===== src/rtl/sol_pkg.sv =====
// Shared types, constants and codes for the self-organizing list.
package sol_pkg;

    localparam int CAPACITY = 128;
    localparam int KEY_BITS = 16;
    localparam int ADDR_W   = $clog2(CAPACITY);
    localparam int CNT_W    = $clog2(CAPACITY + 1);
    localparam int POS_W    = 7;
    localparam int LEN_W    = 8;
    localparam int PADDR_W  = 3;

    localparam logic [PADDR_W-3:0] REG_HEURISTIC = '0;

    localparam logic [1:0] MODE_INSERT = 2'd0;
    localparam logic [1:0] MODE_DELETE = 2'd1;
    localparam logic [1:0] MODE_FIND   = 2'd2;

    localparam logic [1:0] ST_OK      = 2'd0;
    localparam logic [1:0] ST_MISSING = 2'd1;
    localparam logic [1:0] ST_FULL    = 2'd2;

    localparam logic HEUR_MTF       = 1'b0;
    localparam logic HEUR_TRANSPOSE = 1'b1;

    typedef enum logic [3:0] {
        S_IDLE,
        S_SRCH_RD,
        S_SRCH_CMP,
        S_UP_RD,
        S_UP_WR,
        S_KEY_WR,
        S_DN_RD,
        S_DN_WR,
        S_DONE
    } t_state;

    typedef struct packed {
        logic [1:0]          mode;
        logic [KEY_BITS-1:0] key;
    } t_cmd;

    typedef struct packed {
        logic [1:0]       status;
        logic [POS_W-1:0] position;
        logic [LEN_W-1:0] length;
    } t_result;

    typedef struct packed {
        logic                we;
        logic [ADDR_W-1:0]   waddr;
        logic [KEY_BITS-1:0] wdata;
        logic [ADDR_W-1:0]   raddr;
    } t_mem_req;

endpackage


===== src/rtl/sol_ram.sv =====
// Simple dual-port RAM with one write port and one registered read port.
module sol_ram #(
    parameter int DEPTH = 128,
    parameter int WIDTH = 16
) (
    input  logic                     i_clk,
    input  logic                     i_we,
    input  logic [$clog2(DEPTH)-1:0] i_waddr,
    input  logic [WIDTH-1:0]         i_wdata,
    input  logic [$clog2(DEPTH)-1:0] i_raddr,
    output logic [WIDTH-1:0]         o_rdata
);

    logic [WIDTH-1:0] r_mem [DEPTH];
    logic [WIDTH-1:0] r_rdata;

    always_ff @(posedge i_clk) begin
        if (i_we) begin
            r_mem[i_waddr] <= i_wdata;
        end
    end

    always_ff @(posedge i_clk) begin
        r_rdata <= r_mem[i_raddr];
    end

    assign o_rdata = r_rdata;

endmodule


===== src/rtl/sol_ctrl.sv =====
// Sequencer that searches and shifts the list entries held in the RAM.
module sol_ctrl (
    input  logic                         i_clk,
    input  logic                         i_rst_n,
    input  logic                         start,
    input  sol_pkg::t_cmd                i_cmd,
    input  logic                         i_heur,
    input  logic [sol_pkg::KEY_BITS-1:0] i_rdata,
    output sol_pkg::t_mem_req            o_mem,
    output logic                         busy,
    output logic                         o_done,
    output sol_pkg::t_result             o_result
);

    import sol_pkg::*;

    t_state              r_state, n_state;
    logic [ADDR_W-1:0]   r_idx, n_idx;
    logic [ADDR_W-1:0]   r_pos, n_pos;
    logic [1:0]          r_status, n_status;
    logic [CNT_W-1:0]    r_occ, n_occ;
    logic [1:0]          r_mode, n_mode;
    logic [KEY_BITS-1:0] r_key, n_key;
    logic                last;

    assign last = ((CNT_W'(r_idx) + CNT_W'(1)) == r_occ);

    always_ff @(posedge i_clk) begin
        if (!i_rst_n) begin
            r_state  <= S_IDLE;
            r_occ    <= '0;
            r_idx    <= '0;
            r_pos    <= '0;
            r_status <= ST_OK;
            r_mode   <= MODE_INSERT;
        end else begin
            r_state  <= n_state;
            r_occ    <= n_occ;
            r_idx    <= n_idx;
            r_pos    <= n_pos;
            r_status <= n_status;
            r_mode   <= n_mode;
        end
    end

    always_ff @(posedge i_clk) begin
        r_key <= n_key;
    end

    always_comb begin
        n_state  = r_state;
        n_idx    = r_idx;
        n_pos    = r_pos;
        n_status = r_status;
        n_occ    = r_occ;
        n_mode   = r_mode;
        n_key    = r_key;
        unique case (r_state)
            S_IDLE: begin
                if (start) begin
                    n_mode   = i_cmd.mode;
                    n_key    = i_cmd.key;
                    n_pos    = '0;
                    n_status = ST_OK;
                    n_idx    = '0;
                    unique case (i_cmd.mode)
                        MODE_INSERT: begin
                            if (r_occ == CNT_W'(CAPACITY)) begin
                                n_status = ST_FULL;
                                n_state  = S_DONE;
                            end else if (r_occ == '0) begin
                                n_state = S_KEY_WR;
                            end else begin
                                n_idx   = ADDR_W'(r_occ - CNT_W'(1));
                                n_state = S_UP_RD;
                            end
                        end
                        MODE_DELETE, MODE_FIND: begin
                            if (r_occ == '0) begin
                                n_status = ST_MISSING;
                                n_state  = S_DONE;
                            end else begin
                                n_state = S_SRCH_RD;
                            end
                        end
                        default: begin
                            n_status = ST_MISSING;
                            n_state  = S_DONE;
                        end
                    endcase
                end
            end
            S_SRCH_RD: begin
                n_state = S_SRCH_CMP;
            end
            S_SRCH_CMP: begin
                if (i_rdata == r_key) begin
                    n_pos = r_idx;
                    if (r_mode == MODE_DELETE) begin
                        if (last) begin
                            n_occ   = r_occ - CNT_W'(1);
                            n_state = S_DONE;
                        end else begin
                            n_idx   = r_idx + ADDR_W'(1);
                            n_state = S_DN_RD;
                        end
                    end else if (r_idx == '0) begin
                        n_state = S_DONE;
                    end else begin
                        n_idx   = r_idx - ADDR_W'(1);
                        n_state = S_UP_RD;
                    end
                end else if (last) begin
                    n_status = ST_MISSING;
                    n_state  = S_DONE;
                end else begin
                    n_idx   = r_idx + ADDR_W'(1);
                    n_state = S_SRCH_RD;
                end
            end
            S_UP_RD: begin
                n_state = S_UP_WR;
            end
            S_UP_WR: begin
                if (r_idx == '0 || (r_mode == MODE_FIND && i_heur == HEUR_TRANSPOSE)) begin
                    n_state = S_KEY_WR;
                end else begin
                    n_idx   = r_idx - ADDR_W'(1);
                    n_state = S_UP_RD;
                end
            end
            S_KEY_WR: begin
                if (r_mode == MODE_INSERT) begin
                    n_occ = r_occ + CNT_W'(1);
                end
                n_state = S_DONE;
            end
            S_DN_RD: begin
                n_state = S_DN_WR;
            end
            S_DN_WR: begin
                if (last) begin
                    n_occ   = r_occ - CNT_W'(1);
                    n_state = S_DONE;
                end else begin
                    n_idx   = r_idx + ADDR_W'(1);
                    n_state = S_DN_RD;
                end
            end
            S_DONE: begin
                n_state = S_IDLE;
            end
            default: begin
                n_state = S_IDLE;
            end
        endcase
    end

    always_comb begin
        o_mem.we    = 1'b0;
        o_mem.waddr = r_idx;
        o_mem.wdata = r_key;
        o_mem.raddr = r_idx;
        unique case (r_state)
            S_UP_WR: begin
                o_mem.we    = 1'b1;
                o_mem.waddr = r_idx + ADDR_W'(1);
                o_mem.wdata = i_rdata;
            end
            S_KEY_WR: begin
                o_mem.we = 1'b1;
            end
            S_DN_WR: begin
                o_mem.we    = 1'b1;
                o_mem.waddr = r_idx - ADDR_W'(1);
                o_mem.wdata = i_rdata;
            end
            default: begin
                o_mem.we = 1'b0;
            end
        endcase
        busy            = (r_state != S_IDLE);
        o_done          = (r_state == S_DONE);
        o_result.status   = r_status;
        o_result.position = POS_W'(r_pos);
        o_result.length   = LEN_W'(r_occ);
    end

endmodule


===== src/rtl/self_organizing_list.sv =====
// Top level of the self-organizing list: register port, sequencer and entry RAM.
//
// A command beat (mode and key on i_cmd) is taken at a clock edge where start
// is high and busy is low. Mode insert puts the key at the front, delete
// removes the first matching key, and find looks the key up and then moves it
// to the front or swaps it with its predecessor, as the heuristic register
// selects. Every command yields one result beat: o_done is high for exactly
// one cycle with status, the matched position and the new length on o_result.
// The receiver cannot stall, so the result must be taken in that cycle.
// The keys live in a RAM with one write and one registered read port; each
// entry that is searched takes a read and a compare step, and each entry that
// is shifted takes a read and a write step. A delete or find on an empty list
// and an insert on a full list go straight to the result beat.
// Reset empties the list and selects move-to-front; no clearing pass runs.
// The heuristic register is written through the APB port; the user must write
// it only while busy is low, as the block itself does not enforce this.
module self_organizing_list (
    input  logic                        i_clk,
    input  logic                        i_rst_n,
    input  logic                        start,
    output logic                        busy,
    input  sol_pkg::t_cmd               i_cmd,
    output logic                        o_done,
    output sol_pkg::t_result            o_result,
    input  logic                        psel,
    input  logic                        penable,
    input  logic                        pwrite,
    input  logic [sol_pkg::PADDR_W-1:0] paddr,
    input  logic [31:0]                 pwdata,
    output logic [31:0]                 prdata,
    output logic                        pready
);

    import sol_pkg::*;

    logic                r_heur;
    logic                cfg_hit;
    t_mem_req            mem_req;
    logic [KEY_BITS-1:0] rdata;

    assign pready  = 1'b1;
    assign cfg_hit = (paddr[PADDR_W-1:2] == REG_HEURISTIC);
    assign prdata  = cfg_hit ? {31'b0, r_heur} : 32'b0;

    always_ff @(posedge i_clk) begin
        if (!i_rst_n) begin
            r_heur <= HEUR_MTF;
        end else if (psel && penable && pwrite && pready && cfg_hit) begin
            r_heur <= pwdata[0];
        end
    end

    sol_ctrl u_ctrl (
        .i_clk    (i_clk),
        .i_rst_n  (i_rst_n),
        .start    (start && !busy),
        .i_cmd    (i_cmd),
        .i_heur   (r_heur),
        .i_rdata  (rdata),
        .o_mem    (mem_req),
        .busy     (busy),
        .o_done   (o_done),
        .o_result (o_result)
    );

    sol_ram #(
        .DEPTH (CAPACITY),
        .WIDTH (KEY_BITS)
    ) u_ram (
        .i_clk   (i_clk),
        .i_we    (mem_req.we),
        .i_waddr (mem_req.waddr),
        .i_wdata (mem_req.wdata),
        .i_raddr (mem_req.raddr),
        .o_rdata (rdata)
    );

    a_start_busy: assert property (@(posedge i_clk) disable iff (!i_rst_n)
        (start && !busy) |=> busy)
        else $error("Accepted command did not raise busy.");

    a_done_ends: assert property (@(posedge i_clk) disable iff (!i_rst_n)
        o_done |=> (!busy && !o_done))
        else $error("Result beat did not return the block to idle.");

    a_len_bound: assert property (@(posedge i_clk) disable iff (!i_rst_n)
        o_done |-> (32'(o_result.length) <= 32'(CAPACITY)))
        else $error("Reported length exceeds capacity.");

    a_full_len: assert property (@(posedge i_clk) disable iff (!i_rst_n)
        (o_done && o_result.status == ST_FULL) |-> (32'(o_result.length) == 32'(CAPACITY)))
        else $error("Full status reported on a list that is not full.");

endmodule

===== config.mk =====
export PLATFORM = sky130hd
export DESIGN_NAME = self_organizing_list
export DESIGN_NICKNAME = d
export VERILOG_FILES = /design/src/rtl/sol_pkg.sv /design/src/rtl/sol_ram.sv /design/src/rtl/sol_ctrl.sv /design/src/rtl/self_organizing_list.sv
export SDC_FILE = /design/constraint.sdc
export NUM_CORES = 2
export LEC_CHECK = 0
export BUFFER_PORTS_ARGS = -buffer_cell sky130_fd_sc_hd__buf_2
export CAP_MARGIN = 20
export CORE_MARGIN = 10
export CORE_UTILIZATION = 57
export CTS_CLUSTER_DIAMETER = 40
export DETAILED_ROUTE_END_ITERATION = 16
export MAX_ROUTING_LAYER = met4
export PLACE_DENSITY = 0.85
export SKIP_LAST_GASP = 1
export SYNTH_ARGS = -nofsm -noshare
export SYNTH_HDL_FRONTEND = slang
export SYNTH_SLANG_ARGS = --single-unit

===== constraint.sdc =====
create_clock -name i_clk -period 4.52 [get_ports i_clk]
set_input_delay 0.904 -clock i_clk [delete_from_list [all_inputs] [get_ports i_clk]]
set_output_delay 0.904 -clock i_clk [all_outputs]
set_load 0.05 [all_outputs]

==> flow_metrics.env <==
export IMPL_synth_avg_cell_area_um2=22.78
export IMPL_fp_dieH_um=400.6
export IMPL_power_switching_mw=9.372
export IMPL_max_cap_violations=0
export IMPL_pwr_share_seq_pct=53.4
export IMPL_worstPathRequired_ns=5.01
export IMPL_drc=0
export IMPL_io_pins=111
export IMPL_cts_resized=0
export IMPL_status="finished with violations"
export IMPL_dieWidth_um=400.6
export IMPL_synth_largest_type_area_fraction_pct=75.08
export IMPL_clk_pin_slew_ns=0.07
export IMPL_worst_slack_ns=-0.02642
export IMPL_cts_buffers=196
export IMPL_synth_lib_cells_used_distinct=69
export IMPL_num_rows=139
export IMPL_grt_first_pass_wirelength_um=337700
export IMPL_setup_worst_path_end_class="flip-flop"
export IMPL_synth_most_common_cell="edfxtp_1"
export IMPL_p_int_mw=32.03
export IMPL_synth_async_sr_flop_share_pct=0
export IMPL_count_of_antenna_violating_nets_left_after_detailed_routing=0
export IMPL_combinational_power_share_pct=5.4
export IMPL_detail_route_vias_per_cell=7.483
export IMPL_dp_hpwl_um=118800
export IMPL_final_net_count=3950
export IMPL_final_max_slew_violation_count=0
export IMPL_initial_standard_cell_utilization_of_the_core_pct=57.39
export IMPL_synth_area_leaders="edfxtp_1 (75%), mux4_2 (18%), dfxtp_1 (1.1%)"
export IMPL_globalRouteTotalUtil_pct=30.18
export IMPL_leakage_nw=28.09
export IMPL_tritoncts_clock_tree="yes"
export IMPL_postSynthCellCount=3624
export IMPL_routed_via_count=44640
export IMPL_vias_in_the_first_global_route=43850
export IMPL_syn_std_cell_area_um2=82550
export IMPL_gp_congestion=0.9071
export IMPL_tightest_slew_ns=1.208
export IMPL_setup_total_negative_slack_ns=-0.2259
export IMPL_area_growth_syn_to_layout_pct=12.24
export IMPL_hold_viol_final=0
export IMPL_max_clock_freq_mhz=220.0
export IMPL_synth_seq_cells=2111
export IMPL_cts_hold_buf=0
export IMPL_ys_seq_area_share_pct=76.22
export IMPL_layout_drive_gt1_share_pct=30.90
export IMPL_finalSetupViolations=21
export IMPL_relative_contribution_of_the_clock_network_to_total_power_pct=41.2
export IMPL_max_slew_margin_rel_pct=19.32
export IMPL_maximum_buffer_depth_of_the_clock_tree=3
export IMPL_failed_checks="negative setup slack"
export IMPL_synth_main_ff_cell="edfxtp_1"
export IMPL_post_cts_setup_buffer_count=0
export IMPL_design_die_area_um2=160400
export IMPL_clock_sinks=2111
export IMPL_fin_crit_sh_pct=100.6
export IMPL_cellPowerDensity_nw_per_um2=446.9
export IMPL_wire_length_per_cell_um=40.44
export IMPL_timing_hold_worst_class="in -> reg"
export IMPL_power_mw=41.40
export IMPL_ys_warn_count=0
export IMPL_gr_total_overflow=0
export IMPL_synth_edff_count=2064
export IMPL_routed_wirelength_um=241200
export IMPL_synth_largest_area_cell="edfxtp_1"
export IMPL_timing_critical_path_arrival_ns=5.04
export IMPL_skew_pair_late_insertion_delay_ns=0.85
export IMPL_htreeDepth=4
export IMPL_timing_final_crit_period_ns=4.546
export IMPL_cp_start_kind="flip-flop"
export IMPL_drtPass1Iterations=13
export IMPL_switching_share_pct=22.64
export IMPL_io_buffer_count=45
export IMPL_nFillCells=8282
export IMPL_grt_start_max_net_pins=120
export IMPL_skew_ns=0.04385
export IMPL_grt_setup_unrepaired="no"
export IMPL_worstPathMaxFanout=24
export IMPL_drt_iter0_drcs=9121
export IMPL_clockRootBuffer="clkbuf_16"
export IMPL_antenna_found_initial=15
export IMPL_core_region_area_um2=143800
export IMPL_post_synth_most_frequent_cells="edfxtp_1 (2064), mux4_2 (642), nor2_1 (165), clkbuf_1 (77), buf_2 (75)"
export IMPL_critical_path_class="reg -> reg"
export IMPL_vdd_drop_max_v=0.0004408
per-stage QoR:
step | instances | cell area (um2) | util [%] | setup WS [ns] | hold WS (ns)
after floorplan | 3654 | 82660 | - | 0.3147 | 0.4619
after global placement | 5589 | 86160 | 59.91 | 0.6456 | 0.4558
after detailed placement | 5589 | 86160 | 59.91 | 0.4517 | 0.4563
after CTS | 5948 | 92610 | 64.39 | 0.1751 | 0.2726
after global routing | 5964 | 92650 | 64.42 | 0.02729 | 0.2876
final | 5965 | 92650 | 64.42 | -0.02642 | 0.3060
power groups by stage:
stage	clock (mW)	sequential, mW	combinational, mW
after floorplan	0	22.5	1.25
after global placement	0	22.5	1.92
after detailed placement	0	22.5	2.04
after CTS	17.0	22.1	2.14
after global routing	17.7	22.1	2.29
final	17.1	22.1	2.23
final timing paths:
check | start | to | slack [ns] | depth (start not counted)
hold / removal | i_cmd[10] | u_ctrl.r_key[10] | 0.31 | 1
setup reg to reg | u_ctrl.r_idx[0] | u_ram.r_mem[114][0] | -0.03 | 9
hold reg to reg | u_ctrl.r_pos[5] | u_ctrl.r_pos[5] | 0.47 | 2
setup / recovery | u_ctrl.r_idx[0] | u_ram.r_mem[114][0] | -0.03 | 9
per-layer routing:
metal	share of wire, %	wire length, um	global-route usage, %
met5	0	0	-
met1	31	74220	36.45
met2	48	116200	46.37
met3	14	33980	8.293
met4	7.0	16770	16.77
flip-flops by register name, summed over array words and instances, names as in the netlist:
signal	count
r_heur	1
u_ctrl.r_idx	7
u_ctrl.r_key	16
u_ctrl.r_mode	2
u_ctrl.r_occ	8
u_ctrl.r_pos	7
u_ctrl.r_state	4
u_ctrl.r_status	2
u_ram.o_rdata	16
u_ram.r_mem	2048
cells in the final DEF, fill, tap and decap left out, types with 13 or more instances in the layout:
master      Yosys  final
buf_4          40    190
edfxtp_1     2064   2064
diode_2         0     17
inv_1          13     13
clkbuf_16       0    201
mux4_2        642    642
mux2_2         32     16
mux2i_1        38     38
bufinv_16       0     20
conb_1          2     32
xor2_1         23     23
nand2_1        66     66
xnor2_1        13     13
nand3_1        25     25
a21oi_1        34     34
clkinvlp_4      0     17
dfxtp_1        47     41
clkinv_1        3     36
a22oi_1        20     20
buf_2          75     45
buf_12          0     28
mux2_4          0     16
clkinv_2        0     20
nor2b_1        16     16
nor2_1        165    165
clkbuf_1       77     41
area by class of cell:
class                   count  area [um2]  share of cell area [%]
diodes                     17       42.54                 0.04591
multi-input cells        1296       18570                   20.04
inverters                  16       60.06                 0.06482
well taps                1903        2381                   2.570
repair buffers            263        2212                   2.388
clock buffers             245        5225                   5.639
flip-flops and latches   2111       62940                   67.93
clock inverters           114        1222                   1.319
cells by family (layout without fill, tap and decap cells):
logic type / after synthesis / in the layout / share of synthesized area, %
buf+inv: 247 / 638 / 1.501
fa+ha+maj: 7 / 7 / 0.1061
xor+xnor: 38 / 38 / 0.4214
mux: 712 / 712 / 18.41
compound gates: 152 / 152 / 1.285
other cells: 2 / 49 / 0.009097
flops: 2111 / 2111 / 76.22
simple gates: 355 / 355 / 2.045
critical path, stage by stage (launching register included):
cell	delay (ns)
dfxtp_4	0.70
ha_1	0.47
nand3_1	0.38
or3_1	0.45
a21o_1	0.31
xnor2_1	0.19
nor2_1	0.48
nand3_1	0.48
nor2_1	0.33
buf_4	0.39
No activity file was read; power rests on OpenSTA's default activity.
